[src/assert_macros.svh]
// Assertion macros used by the top level of the bounded ordered list.
// Depends on nothing; each macro expects a clk and rst_n in the using scope.
`ifndef ASSERT_MACROS_SVH
`define ASSERT_MACROS_SVH

// Check a property at every rising clk edge outside reset.
`define ASSERT_CLK(lbl, prop, msg) \
  lbl: assert property (@(posedge clk) disable iff (!rst_n) (prop)) else $error(msg);

// Check that a trigger implies a consequence at the clock after it.
`define ASSERT_NEXT(lbl, trig, cons, msg) \
  lbl: assert property (@(posedge clk) disable iff (!rst_n) (trig) |=> (cons)) \
    else $error(msg);

`endif

[src/bol_pkg.sv]
// Types and constants of the bounded ordered list.
// Used by the cell, the top level and the bench; depends on nothing.
package bol_pkg;

  localparam int VAL_W = 3;  // stored value
  localparam int POS_W = 5;  // position field
  localparam int LEN_W = 5;  // length field
  localparam int CTL_W = 9;  // holds any index or count up to 256 entries

  typedef enum logic [2:0] {
    FN_PUSH_FRONT   = 3'd0,
    FN_PUSH_BACK    = 3'd1,
    FN_INSERT_AT    = 3'd2,
    FN_DELETE_FRONT = 3'd3,
    FN_DELETE_BACK  = 3'd4,
    FN_DELETE_AT    = 3'd5,
    FN_READ_AT      = 3'd6
  } func_t;

  typedef enum logic [1:0] {
    ST_OK    = 2'd0,
    ST_RANGE = 2'd1,
    ST_EMPTY = 2'd2,
    ST_FULL  = 2'd3
  } status_t;

  typedef enum logic [1:0] {
    CELL_HOLD   = 2'd0,
    CELL_INSERT = 2'd1,
    CELL_DELETE = 2'd2
  } cell_op_t;

  // Broadcast to every cell of the row
  typedef struct packed {
    cell_op_t             op;
    logic [CTL_W-1:0]     pos;
    logic [CTL_W-1:0]     cnt;
    logic [VAL_W-1:0]     value;
  } cell_ctl_t;

  typedef struct packed {
    status_t              status;
    logic [LEN_W-1:0]     length;
    logic [VAL_W-1:0]     read_value;
  } result_t;

endpackage

[src/bounded_ordered_list_core.sv]
// Top level of the bounded ordered list: control, row of cells, output buffer.
// Depends on bol_pkg, bol_cell, bol_skid and assert_macros.svh.
// Usage:
//   The input channel (in_*) takes one operation per item: func in in_tuser,
//   value and position in in_tdata. The result channel (out_*) returns exactly
//   one item per operation: status in out_tuser, length and the read value in
//   out_tdata. Results leave in the order the operations arrived.
// Throughput:
//   One item per cycle while out_tready stays high. A result is registered in
//   the output register, or in the skid slot while the receiver stalls. The row
//   of cells moves every entry by at most one place on each update, so the
//   update of one operation is done before the next one is evaluated; reads look
//   at the first 32 cells only, since the position field cannot reach further.
// Stall:
//   When the receiver holds out_tready low, the result waits in the output
//   register and one more item is still accepted into the skid slot; after
//   that in_tready drops until the receiver takes a result.
// Reset: rst_n low empties the list (length zero) and the output buffer;
//   in_tready stays low while reset is held. Cell contents are not cleared:
//   only entries below the length are ever read.
module bounded_ordered_list_core
  import bol_pkg::*;
#(
  parameter int CAPACITY = 16
) (
  input  logic       clk,
  input  logic       rst_n,
  input  logic       in_tvalid,
  output logic       in_tready,
  input  logic [7:0] in_tdata,   // [2:0] value, [7:3] position
  input  logic [2:0] in_tuser,   // [2:0] func
  output logic       out_tvalid,
  input  logic       out_tready,
  output logic [7:0] out_tdata,  // [4:0] length, [7:5] read_value
  output logic [1:0] out_tuser   // [1:0] status
);

  localparam int CNT_W    = $clog2(CAPACITY + 1);
  localparam int RD_CELLS = (CAPACITY < 32) ? CAPACITY : 32;
  localparam logic [CTL_W-1:0] CAP_C = CTL_W'(CAPACITY);

  logic [CNT_W-1:0] count_r, count_nxt;

  logic             buf_ready;
  logic             accept;
  func_t            fn;
  logic [VAL_W-1:0] in_value;
  logic [POS_W-1:0] in_pos;
  logic [CTL_W-1:0] pos9, cnt9, cnt_after;
  logic [VAL_W-1:0] rd_sel;
  cell_ctl_t        ctl;
  result_t          res;
  result_t          buf_out;
  status_t          st;
  logic [VAL_W-1:0] rd;
  logic [VAL_W-1:0] vals [CAPACITY];

  assign in_tready = rst_n && buf_ready;
  assign accept    = in_tvalid && in_tready;
  assign fn        = func_t'(in_tuser);
  assign in_value  = in_tdata[2:0];
  assign in_pos    = in_tdata[7:3];
  assign pos9      = CTL_W'(in_pos);
  assign cnt9      = CTL_W'(count_r);

  // Pick the addressed entry for a read; positions above 31 cannot occur
  always_comb begin
    rd_sel = '0;
    for (int i = 0; i < RD_CELLS; i++) begin
      if (in_pos == POS_W'(i)) begin
        rd_sel = vals[i];
      end
    end
  end

  // Decode the operation, check full, empty and range, and drive the row
  always_comb begin
    st        = ST_OK;
    rd        = '0;
    cnt_after = cnt9;
    ctl.op    = CELL_HOLD;
    ctl.pos   = '0;
    ctl.cnt   = cnt9;
    ctl.value = in_value;
    case (fn)
      FN_PUSH_FRONT, FN_PUSH_BACK, FN_INSERT_AT: begin
        if (cnt9 >= CAP_C) begin
          st = ST_FULL;
        end else if (fn == FN_INSERT_AT && pos9 > cnt9) begin
          st = ST_RANGE;
        end else begin
          ctl.op    = CELL_INSERT;
          ctl.pos   = (fn == FN_PUSH_FRONT) ? '0 : (fn == FN_PUSH_BACK) ? cnt9 : pos9;
          cnt_after = cnt9 + CTL_W'(1);
        end
      end
      FN_DELETE_FRONT, FN_DELETE_BACK, FN_DELETE_AT, FN_READ_AT: begin
        if (cnt9 == '0) begin
          st = ST_EMPTY;
        end else if ((fn == FN_DELETE_AT || fn == FN_READ_AT) && pos9 >= cnt9) begin
          st = ST_RANGE;
        end else if (fn == FN_READ_AT) begin
          rd = rd_sel;
        end else begin
          ctl.op    = CELL_DELETE;
          ctl.pos   = (fn == FN_DELETE_FRONT) ? '0 :
                      (fn == FN_DELETE_BACK) ? cnt9 - CTL_W'(1) : pos9;
          cnt_after = cnt9 - CTL_W'(1);
        end
      end
      default: ;
    endcase
    // hold the row unless an item is taken this cycle
    if (!accept) begin
      ctl.op = CELL_HOLD;
    end
  end

  assign res.status     = st;
  assign res.length     = cnt_after[LEN_W-1:0];
  assign res.read_value = rd;

  assign count_nxt = accept ? CNT_W'(cnt_after) : count_r;

  always_ff @(posedge clk) begin
    if (!rst_n) begin
      count_r <= '0;
    end else begin
      count_r <= count_nxt;
    end
  end

  // Row of cells; each one sees its two neighbors
  for (genvar g = 0; g < CAPACITY; g++) begin : g_cell
    logic [VAL_W-1:0] left_v, right_v;
    if (g == 0) begin : g_first
      assign left_v = '0;
    end else begin : g_mid_l
      assign left_v = vals[g-1];
    end
    if (g == CAPACITY - 1) begin : g_last
      assign right_v = '0;
    end else begin : g_mid_r
      assign right_v = vals[g+1];
    end
    bol_cell #(.IDX(g)) u_cell (
      .clk       (clk),
      .ctl       (ctl),
      .left_val  (left_v),
      .right_val (right_v),
      .val       (vals[g])
    );
  end

  bol_skid #(.W($bits(result_t))) u_skid (
    .clk        (clk),
    .rst_n      (rst_n),
    .push_valid (accept),
    .push_ready (buf_ready),
    .push_data  (res),
    .pop_valid  (out_tvalid),
    .pop_ready  (out_tready),
    .pop_data   (buf_out)
  );

  assign out_tdata = {buf_out.read_value, buf_out.length};
  assign out_tuser = buf_out.status;

`include "assert_macros.svh"

  `ASSERT_CLK(a_count_bound, count_r <= CNT_W'(CAPACITY), "length above capacity")
  `ASSERT_NEXT(a_fail_holds, accept && res.status != ST_OK, $stable(count_r),
               "failed op changed length")
  `ASSERT_NEXT(a_insert_grows, accept && ctl.op == CELL_INSERT,
               count_r == $past(count_r) + CNT_W'(1), "insert did not grow list")
  `ASSERT_NEXT(a_delete_shrinks, accept && ctl.op == CELL_DELETE,
               count_r == $past(count_r) - CNT_W'(1), "delete did not shrink list")

endmodule

[src/bol_cell.sv]
// One entry of the list row: holds a value and shifts with its neighbors.
// Depends on bol_pkg for the broadcast control struct.
module bol_cell
  import bol_pkg::*;
#(
  parameter int IDX = 0
) (
  input  logic             clk,
  input  cell_ctl_t        ctl,
  input  logic [VAL_W-1:0] left_val,
  input  logic [VAL_W-1:0] right_val,
  output logic [VAL_W-1:0] val
);

  localparam logic [CTL_W-1:0] MY_IDX  = CTL_W'(IDX);
  localparam logic [CTL_W-1:0] MY_IDX1 = CTL_W'(IDX + 1);

  logic [VAL_W-1:0] cell_r;
  logic [VAL_W-1:0] cell_nxt;

  always_comb begin
    cell_nxt = cell_r;
    case (ctl.op)
      CELL_INSERT: begin
        if (MY_IDX == ctl.pos) begin
          cell_nxt = ctl.value;
        end else if (MY_IDX > ctl.pos && MY_IDX <= ctl.cnt) begin
          cell_nxt = left_val;
        end
      end
      CELL_DELETE: begin
        if (MY_IDX >= ctl.pos && MY_IDX1 < ctl.cnt) begin
          cell_nxt = right_val;
        end
      end
      default: ;
    endcase
  end

  always_ff @(posedge clk) begin
    cell_r <= cell_nxt;
  end

  assign val = cell_r;

endmodule

[src/bol_skid.sv]
// Two-entry output buffer: an output register plus one skid slot.
// Depends on nothing; the payload width is a parameter.
module bol_skid #(
  parameter int W = 10
) (
  input  logic         clk,
  input  logic         rst_n,
  input  logic         push_valid,
  output logic         push_ready,
  input  logic [W-1:0] push_data,
  output logic         pop_valid,
  input  logic         pop_ready,
  output logic [W-1:0] pop_data
);

  logic         out_valid_r, out_valid_nxt;
  logic         skid_valid_r, skid_valid_nxt;
  logic [W-1:0] out_data_r, out_data_nxt;
  logic [W-1:0] skid_data_r, skid_data_nxt;

  assign push_ready = !skid_valid_r;

  always_comb begin
    out_valid_nxt  = out_valid_r;
    skid_valid_nxt = skid_valid_r;
    out_data_nxt   = out_data_r;
    skid_data_nxt  = skid_data_r;
    if (!out_valid_r || pop_ready) begin
      if (skid_valid_r) begin
        out_valid_nxt  = 1'b1;
        out_data_nxt   = skid_data_r;
        skid_valid_nxt = 1'b0;
      end else begin
        out_valid_nxt = push_valid;
        out_data_nxt  = push_data;
      end
    end else if (push_valid) begin
      skid_valid_nxt = 1'b1;
      skid_data_nxt  = push_data;
    end
  end

  always_ff @(posedge clk) begin
    if (!rst_n) begin
      out_valid_r  <= 1'b0;
      skid_valid_r <= 1'b0;
    end else begin
      out_valid_r  <= out_valid_nxt;
      skid_valid_r <= skid_valid_nxt;
    end
    out_data_r  <= out_data_nxt;
    skid_data_r <= skid_data_nxt;
  end

  assign pop_valid = out_valid_r;
  assign pop_data  = out_data_r;

endmodule

[config.mk]
export PLATFORM = sky130hd
export DESIGN_NAME = bounded_ordered_list_core
export DESIGN_NICKNAME = d
export VERILOG_FILES = /design/src/bol_pkg.sv /design/src/bounded_ordered_list_core.sv /design/src/bol_cell.sv /design/src/bol_skid.sv
export VERILOG_INCLUDE_DIRS = /design/src /design/src/src
export SDC_FILE = /design/constraint.sdc
export NUM_CORES = 1
export LEC_CHECK = 0
export BUFFER_PORTS_ARGS = -buffer_cell sky130_fd_sc_hd__buf_2
export CAP_MARGIN = 25
export CORE_MARGIN = 2
export CORE_UTILIZATION = 26
export DETAILED_ROUTE_END_ITERATION = 6
export SLEW_MARGIN = 20
export SYNTH_ARGS = -nofsm -noshare
export SYNTH_HDL_FRONTEND = slang
export SYNTH_SLANG_ARGS = --single-unit
[constraint.sdc]
create_clock -name clk -period 3.5 [get_ports clk]
set_input_delay 0.35 -clock clk [delete_from_list [all_inputs] [get_ports clk]]
set_output_delay 0.35 -clock clk [all_outputs]
set_load 0.01 [all_outputs]
### Yosys cells after proc, flatten, opt, wreduce, memory -nomap -nowiden

Index checks and enable logic that the tools add are counted.

* logic and storage cells: 335
* output and inout port bits: 12
* bits in registers: 75

* mux-type cells: 108
* $lt $le $gt $ge: 67
* $add $sub $neg: 2
* bitwise gates (word level): 2
* reductions and logical operators: 65
* eq/ne operators: 70

Operators by type and width (number)
* 3-bit 2-to-1 mux: 68
* 3-bit one-hot mux with 2 select lines: 16
* 4-bit by 9-bit equality test with 1-bit output, first input constant: 8
* 4-bit by 9-bit >= comparator with 1-bit output, first input constant: 8
* 4-bit by 9-bit greater-than comparator with 1-bit output, first input constant: 8
* 3-bit by 1-bit != test with 1-bit output, second input constant: 16
* 3-bit AND reduction: 16
* 5-bit by 4-bit equality test with 1-bit output, second input constant: 8
* 4-bit by 5-bit <= comparator with 1-bit output, first input constant: 8
* 4-bit by 5-bit less-than comparator with 1-bit output, first input constant: 8
* 3-bit by 9-bit equality test with 1-bit output, first input constant: 4
* 3-bit by 9-bit >= comparator with 1-bit output, first input constant: 4
* 3-bit by 9-bit greater-than comparator with 1-bit output, first input constant: 4
* 1-bit logical AND: 36
* 5-bit 2-to-1 mux: 7
* 11-bit 2-to-1 mux: 3
* 2-bit by 1-bit != test with 1-bit output, second input constant: 16
* 10-bit 2-to-1 mux: 3
* 11-bit one-hot mux with 2 select lines: 1
* 5-bit by 3-bit equality test with 1-bit output, second input constant: 4
* 3-bit by 5-bit <= comparator with 1-bit output, first input constant: 4
* 3-bit by 5-bit less-than comparator with 1-bit output, first input constant: 4
* 2-bit by 9-bit equality test with 1-bit output, first input constant: 2
* 1-bit by 9-bit >= comparator with 1-bit output, first input constant: 2
* 37 further kinds: 56

### Logic depth before layout (Yosys ltp)

* depth after elaboration: 22
* gate-level depth with buffers: 18
* depth with buffers taken out: 16

### By module

Synthesis repeated with hierarchy kept, for this count alone.

* cell total of the unflattened synthesis: 760
* area total of the unflattened synthesis: 6807.8 um^2

By module, submodules not included
* bounded_ordered_list_core: cells each 261, instances 1, seq. area each 100.1 um^2, area an instance 1737.9 um^2
* bol_skid: cells each 40, instances 1, seq. area each 640.6 um^2, area an instance 838.3 um^2
* bol_cell at g_cell[6].u_cell: cells each 32, instances 1, seq. area each 90.1 um^2, area an instance 284.0 um^2
* bol_cell at g_cell[5].u_cell: cells each 34, instances 1, seq. area each 90.1 um^2, area an instance 277.8 um^2
* bol_cell at g_cell[8].u_cell: cells each 33, instances 1, seq. area each 90.1 um^2, area an instance 277.8 um^2
* bol_cell at g_cell[3].u_cell: cells each 34, instances 1, seq. area each 90.1 um^2, area an instance 276.5 um^2
* bol_cell at g_cell[1].u_cell: cells each 31, instances 1, seq. area each 90.1 um^2, area an instance 270.3 um^2
* bol_cell at g_cell[15].u_cell: cells each 26, instances 1, seq. area each 90.1 um^2, area an instance 266.5 um^2
* bol_cell at g_cell[9].u_cell: cells each 29, instances 1, seq. area each 90.1 um^2, area an instance 266.5 um^2
* bol_cell at g_cell[13].u_cell: cells each 26, instances 1, seq. area each 90.1 um^2, area an instance 264.0 um^2
* bol_cell at g_cell[14].u_cell: cells each 28, instances 1, seq. area each 90.1 um^2, area an instance 264.0 um^2
* bol_cell at g_cell[12].u_cell: cells each 25, instances 1, seq. area each 90.1 um^2, area an instance 261.5 um^2
* bol_cell at g_cell[2].u_cell: cells each 26, instances 1, seq. area each 90.1 um^2, area an instance 261.5 um^2
* bol_cell at g_cell[10].u_cell: cells each 27, instances 1, seq. area each 90.1 um^2, area an instance 257.7 um^2
* +4 rows

### Worst setup path after synthesis

Ideal clock, no wire load.

* path type: reg2reg
* start: register count_r[2]
* end: register g_cell[0].u_cell.cell_r[0], enable pin
* data arrival time: 3.321 ns
* setup slack: -0.183 ns
* library setup time: 0.362 ns
* period minus slack after synthesis: 3.683 ns
* stages on the path, launching flop included: 17
* path through: dfxtp_1 buf_2 clkinv_1 ha_1 and3_1 and3_1 a2111oi_4 nor2_1 nand2_1 nor2_1 inv_1 ha_1 clkbuf_1 inv_1 clkbuf_1 nand2_1 a221oi_1

* cells in the longest elaborated chain, start to end: 11
* elaborated cells on any way between the ends: 31
* classes of those cells: add/sub (1); order compare (7); eq/ne (4); mux (11); reduce/logical (8)

Ends and longest elaborated chain
* from (decl): line bounded_ordered_list_core.sv:42 `logic [CNT_W-1:0] count_r, count_nxt;`
* from (signal assigned): line bounded_ordered_list_core.sv:129 `count_r <= count_nxt;`
* 5-bit by 1-bit subtractor with 6-bit output
* 9-bit 2-to-1 mux: line bounded_ordered_list_core.sv:107 `(fn == FN_DELETE_BACK) ? cnt9 - CTL_W'(1) : pos9;`
* 9-bit 2-to-1 mux: line bounded_ordered_list_core.sv:106 `ctl.pos = (fn == FN_DELETE_FRONT) ? '0 :`
* 11-bit 2-to-1 mux: line bounded_ordered_list_core.sv:102 `end else if (fn == FN_READ_AT) begin`
* 11-bit 2-to-1 mux: line bounded_ordered_list_core.sv:100 `end else if ((fn == FN_DELETE_AT || fn == FN_READ_AT) && pos9 >= cnt9) begin`
* 11-bit 2-to-1 mux: line bounded_ordered_list_core.sv:98 `if (cnt9 == '0) begin`
* 11-bit one-hot mux with 2 select lines: line bounded_ordered_list_core.sv:85 `case (fn)`
* 1-bit by 9-bit greater-than comparator with 1-bit output / 1-bit by 9-bit >= comparator with 1-bit output (equally long branches): line bol_cell.sv:27, bol_cell.sv:32
* 1-bit logical AND, on equally long branches: line bol_cell.sv:27, bol_cell.sv:32
* 3-bit by 1-bit != test with 1-bit output (no line) / 2-bit by 1-bit != test with 1-bit output (equally long branches)
* 3-bit AND reduction (no line) *
* to (signal assigned): line bol_cell.sv:41 `cell_r <= cell_nxt;`
* to (decl): line bol_cell.sv:18 `logic [VAL_W-1:0] cell_r;`

Mark *: on every way between the ends. The rest lies on a longest branch, timed or not.
A chain may end at the register's enable or synchronous reset.

### Final worst setup path

* start: register count_r[4]
* end: register g_cell[0].u_cell.cell_r[2], enable pin

The elaborated chain is that of the path after synthesis.

==> flow_summary.ini <==
[final_layout]
final_util = 0.3204
final_layout_size_suffix_gt1_frac = 0.2244
synthToLayoutAreaGrowth_pct = 20.28
final_cell_count_no_fill = 1002
n_fill_cell = 2223
antennaDiodeCount = 0
finalNetCount = 744

[synthesis]
postSynth.asyncResetShare = 0
synth.distinct_cells = 77
ys_dominant_reg_cell = sky130_fd_sc_hd__edfxtp_1
synth_top_area_frac = 0.3491
netlist_top_cells_area = sky130_fd_sc_hd__edfxtp_1 (35%), sky130_fd_sc_hd__mux2i_1 (8.4%), sky130_fd_sc_hd__o21ai_0 (6.4%)
yosysSeqAreaShare = 0.3730
synth-edff-count = 68
synth_warnings = 0
yosys_register_bits = 75
mappedNetlistArea_um2 = 5849
postSynthCellCount = 660
mappedNetlistNets = 687
synth_largest_area_cell = sky130_fd_sc_hd__edfxtp_1
postSynthAreaPerCell_um2 = 8.863

[hold_path]
whs_endpoint = u_skid.pop_valid$_SDFFE_PN0P_
hold_class = in -> reg
hold-path-cell-count = 2
min_from = rst_n

[run_status]
outcome = complete, no violations

[floorplan]
start_util = 0.2664
fp.dieH_um = 154.0
dieArea_um2 = 23710
core_um2 = 21960
floorplan.io_pins = 27
floorplan.die.width_um = 154.0
core.rowCount = 54

[placement]
replace_congestion = 0.9428
placedCellCount = 985
io_buffer_count = 26
dp_worst_setup_slack_ps = 49.00
dp_hpwl_um = 13970

[clock_network]
max-clock-path-buffers = 2
clock_insertion_delay_worst_skew_ps = 350
cts-htree-levels = 3
hold_buf_cts = 0
clk_root_buffer_cell = sky130_fd_sc_hd__clkbuf_16
clock-sinks = 75
cts_tree = built
cts.reportedPaths.clkPinSlew_ps = 60
cts_made_buffers = 9

[global_route]
globalRouteOverflowTotal = 0
largest_net_degree_at_the_start_of_global_routing = 50
grt_first_pass_wirelength_um = 29480
gr-usage-all-layers = 0.1582
grt_pass1_vias = 5297
antenna_found_initial = 0

[timing]
final_max_slew_viol_count = 0
timing_hold_violations_final = 0
final.period_utilization = 0.9575
fin_worst_skew_ps = 10.30
tns_ps = 0
tightest_slew_ps = 943.0
clock.fmax_ghz = 0.2984
setup_viol = 0
timing.slew.headroom = 0.3690
setup_ws_ps = 148.9
layout_min_cycle_time_ps = 3351

[critical_path]
ff2ff_path_depth = 10
cp_arrival_ps = 3370
worst_setup_path_end_kind = register
critPathMaxFanout = 11
timing.critical_path.required_ps = 3520
timing_worst_setup_path_type = reg -> reg
worstReg2RegStart = count_r[4]$_SDFFE_PN0P_
worstSetupStartpointType = register
crit_path_start = count_r[4]$_SDFFE_PN0P_
regToRegSetupSlack_ps = 150
critical_path.reg2reg.endpoint = g_cell[0].u_cell.val[2]$_DFFE_PP_

[detailed_routing]
avgViaCountPerCell = 5.424
dr_total_vias = 5435
remaining_drc_errors = 0
drt_wl_total_um = 18590
avgRoutedWirePerCell_um = 18.55
dr.pass1.iters = 5
drt_first_iter_violations = 519
route.antenna.remaining_nets = 0

[run]
maxCapViolCount = 0

[pwr]
power_density_nw_per_um2 = 437.4
max-vdd-ir-drop_uv = 245.3
power.static_leakage_nw = 2.735
## critical path: stages, from the launching register on
cell and delay, ps:
sky130_fd_sc_hd__dfxtp_1 340, sky130_fd_sc_hd__clkinv_1 100, sky130_fd_sc_hd__ha_1 340, sky130_fd_sc_hd__nand3_1 120
sky130_fd_sc_hd__and2_2 230, sky130_fd_sc_hd__a2111oi_4 480, sky130_fd_sc_hd__buf_4 190, sky130_fd_sc_hd__nor2_1 70
sky130_fd_sc_hd__a22o_1 360, sky130_fd_sc_hd__or3_1 390, sky130_fd_sc_hd__a221oi_2 390
## cells in the mapped netlist, types with 4 or more instances
| cell | count |
|---|---|
| sky130_fd_sc_hd__clkbuf_1 | 34 |
| sky130_fd_sc_hd__mux2_2 | 11 |
| sky130_fd_sc_hd__buf_4 | 4 |
| sky130_fd_sc_hd__or3_1 | 4 |
| sky130_fd_sc_hd__and2_1 | 4 |
| sky130_fd_sc_hd__o21ai_0 | 75 |
| sky130_fd_sc_hd__nor2b_1 | 8 |
| sky130_fd_sc_hd__nand4_1 | 10 |
| sky130_fd_sc_hd__o21a_1 | 4 |
| sky130_fd_sc_hd__a21oi_1 | 36 |
| sky130_fd_sc_hd__and3_1 | 9 |
| sky130_fd_sc_hd__mux2i_1 | 49 |
| sky130_fd_sc_hd__a31oi_1 | 9 |
| sky130_fd_sc_hd__nand4_2 | 4 |
| sky130_fd_sc_hd__nand3_1 | 17 |
| sky130_fd_sc_hd__o21ai_1 | 12 |
| sky130_fd_sc_hd__dfxtp_1 | 7 |
| sky130_fd_sc_hd__a22oi_1 | 4 |
| sky130_fd_sc_hd__a21o_1 | 5 |
| sky130_fd_sc_hd__o22ai_1 | 4 |
| sky130_fd_sc_hd__a211oi_1 | 5 |
| sky130_fd_sc_hd__o31ai_1 | 4 |
| sky130_fd_sc_hd__nand2_1 | 81 |
| sky130_fd_sc_hd__inv_1 | 20 |
| sky130_fd_sc_hd__nor3_1 | 12 |
| sky130_fd_sc_hd__ha_1 | 12 |
| sky130_fd_sc_hd__o211ai_1 | 4 |
| sky130_fd_sc_hd__nand2b_1 | 11 |
| sky130_fd_sc_hd__buf_2 | 8 |
| sky130_fd_sc_hd__edfxtp_1 | 68 |
| sky130_fd_sc_hd__clkinv_1 | 4 |
| sky130_fd_sc_hd__xnor2_1 | 5 |
| sky130_fd_sc_hd__nor2_1 | 48 |
## logic make-up after synthesis
kind of cell | count (synthesis) | share of synthesized area
adder cells (fa/ha/maj) | 12 | 0.02567
flip-flops | 75 | 0.3730
XOR/XNOR | 5 | 0.007486
AND/OR/NAND/NOR | 229 | 0.1989
AO/OA/AOI/OAI | 206 | 0.2342
multiplexers | 61 | 0.1089
buffers and inverters | 72 | 0.05176
## per-layer routing
layer | vias up | wire length, um | global-route usage
met5 | - | 0 | 0
met4 | 0 | 505 | 0.05340
met3 | 37 | 1043 | 0.02706
met2 | 217 | 8825 | 0.2620
met1 | 2591 | 8211 | 0.2090
li1 | 2590 | - | -
## how the worst max path moves through the flow
stage | cells after the start | slack [ps] | to
after floorplan | 12 | 6 | g_cell[13].u_cell.val[0]$_DFFE_PP_
after global placement | 14 | 70 | g_cell[7].u_cell.val[1]$_DFFE_PP_
after detailed placement | 14 | 50 | g_cell[6].u_cell.val[0]$_DFFE_PP_
after CTS | 14 | 90 | g_cell[6].u_cell.val[0]$_DFFE_PP_
after global routing | 10 | -1 | g_cell[0].u_cell.val[2]$_DFFE_PP_
final | 10 | 150 | g_cell[0].u_cell.val[2]$_DFFE_PP_
## final cells by class
class	instances	area [um2]	share of cell area
clock inverters	2	35.03	0.004980
clock buffers	14	264.0	0.03752
flip-flops and latches	75	2183	0.3103
repair buffers	94	681.9	0.09692
inverters	24	91.34	0.01298
well taps	280	350.3	0.04980
multi-input cells	513	3430	0.4875
## report_power, final
| part | internal [mW] | switching [mW] | leakage (nW) |
|---|---|---|---|
| registers | 1.09 | 0.0505 | 0.706 |
| logic | 0.405 | 0.595 | 1.88 |
| clock network | 0.590 | 0.346 | 0.147 |
| total | 2.08 | 0.992 | 2.73 |
## what timing repair did
item | in CTS | in global routing
buffers inserted | 0 | 1
gates resized for setup | 0 | 14
setup endpoints to repair | 0 | 64
## through the flow
step | hold slack (ps) | total power [mW] | cell area [um2]
3_3_place_gp | 532.0 | 2.121 | 6676
4_1_cts | 316.3 | 3.068 | 6975
6_report | 325.4 | 3.077 | 7036
3_5_place_dp | 522.0 | 2.125 | 6676
5_1_grt | 330.9 | 3.221 | 7036
2_1_floorplan | 488.7 | 1.762 | 5868
## state kept, by name (all words and copies together), names as in the netlist
name	count
u_skid.pop_valid	1
u_skid.skid_valid_r	1
g_cell.u_cell.val	48
u_skid.pop_data	10
count_r	5
u_skid.skid_data_r	10
## cell usage in the layout, fill, tap and decap left out, types with 5 or more instances in the layout
cell and count:
sky130_fd_sc_hd__nor2b_1 8, sky130_fd_sc_hd__nand4_1 10, sky130_fd_sc_hd__o21ai_1 10, sky130_fd_sc_hd__mux2_2 11, sky130_fd_sc_hd__buf_4 64, sky130_fd_sc_hd__a21oi_1 36
sky130_fd_sc_hd__inv_1 19, sky130_fd_sc_hd__dfxtp_1 6, sky130_fd_sc_hd__and3_1 8, sky130_fd_sc_hd__edfxtp_1 68, sky130_fd_sc_hd__o21ai_0 75, sky130_fd_sc_hd__nor3_1 12
sky130_fd_sc_hd__nand2b_1 11, sky130_fd_sc_hd__nand2_1 81, sky130_fd_sc_hd__a211oi_1 5, sky130_fd_sc_hd__xnor2_1 5, sky130_fd_sc_hd__a21o_1 5, sky130_fd_sc_hd__mux2i_1 49
sky130_fd_sc_hd__buf_2 26, sky130_fd_sc_hd__clkbuf_16 9, sky130_fd_sc_hd__nor2_1 46, sky130_fd_sc_hd__a31oi_1 9, sky130_fd_sc_hd__nand3_1 17, sky130_fd_sc_hd__ha_1 10
Power figures use the tool's default switching activity.
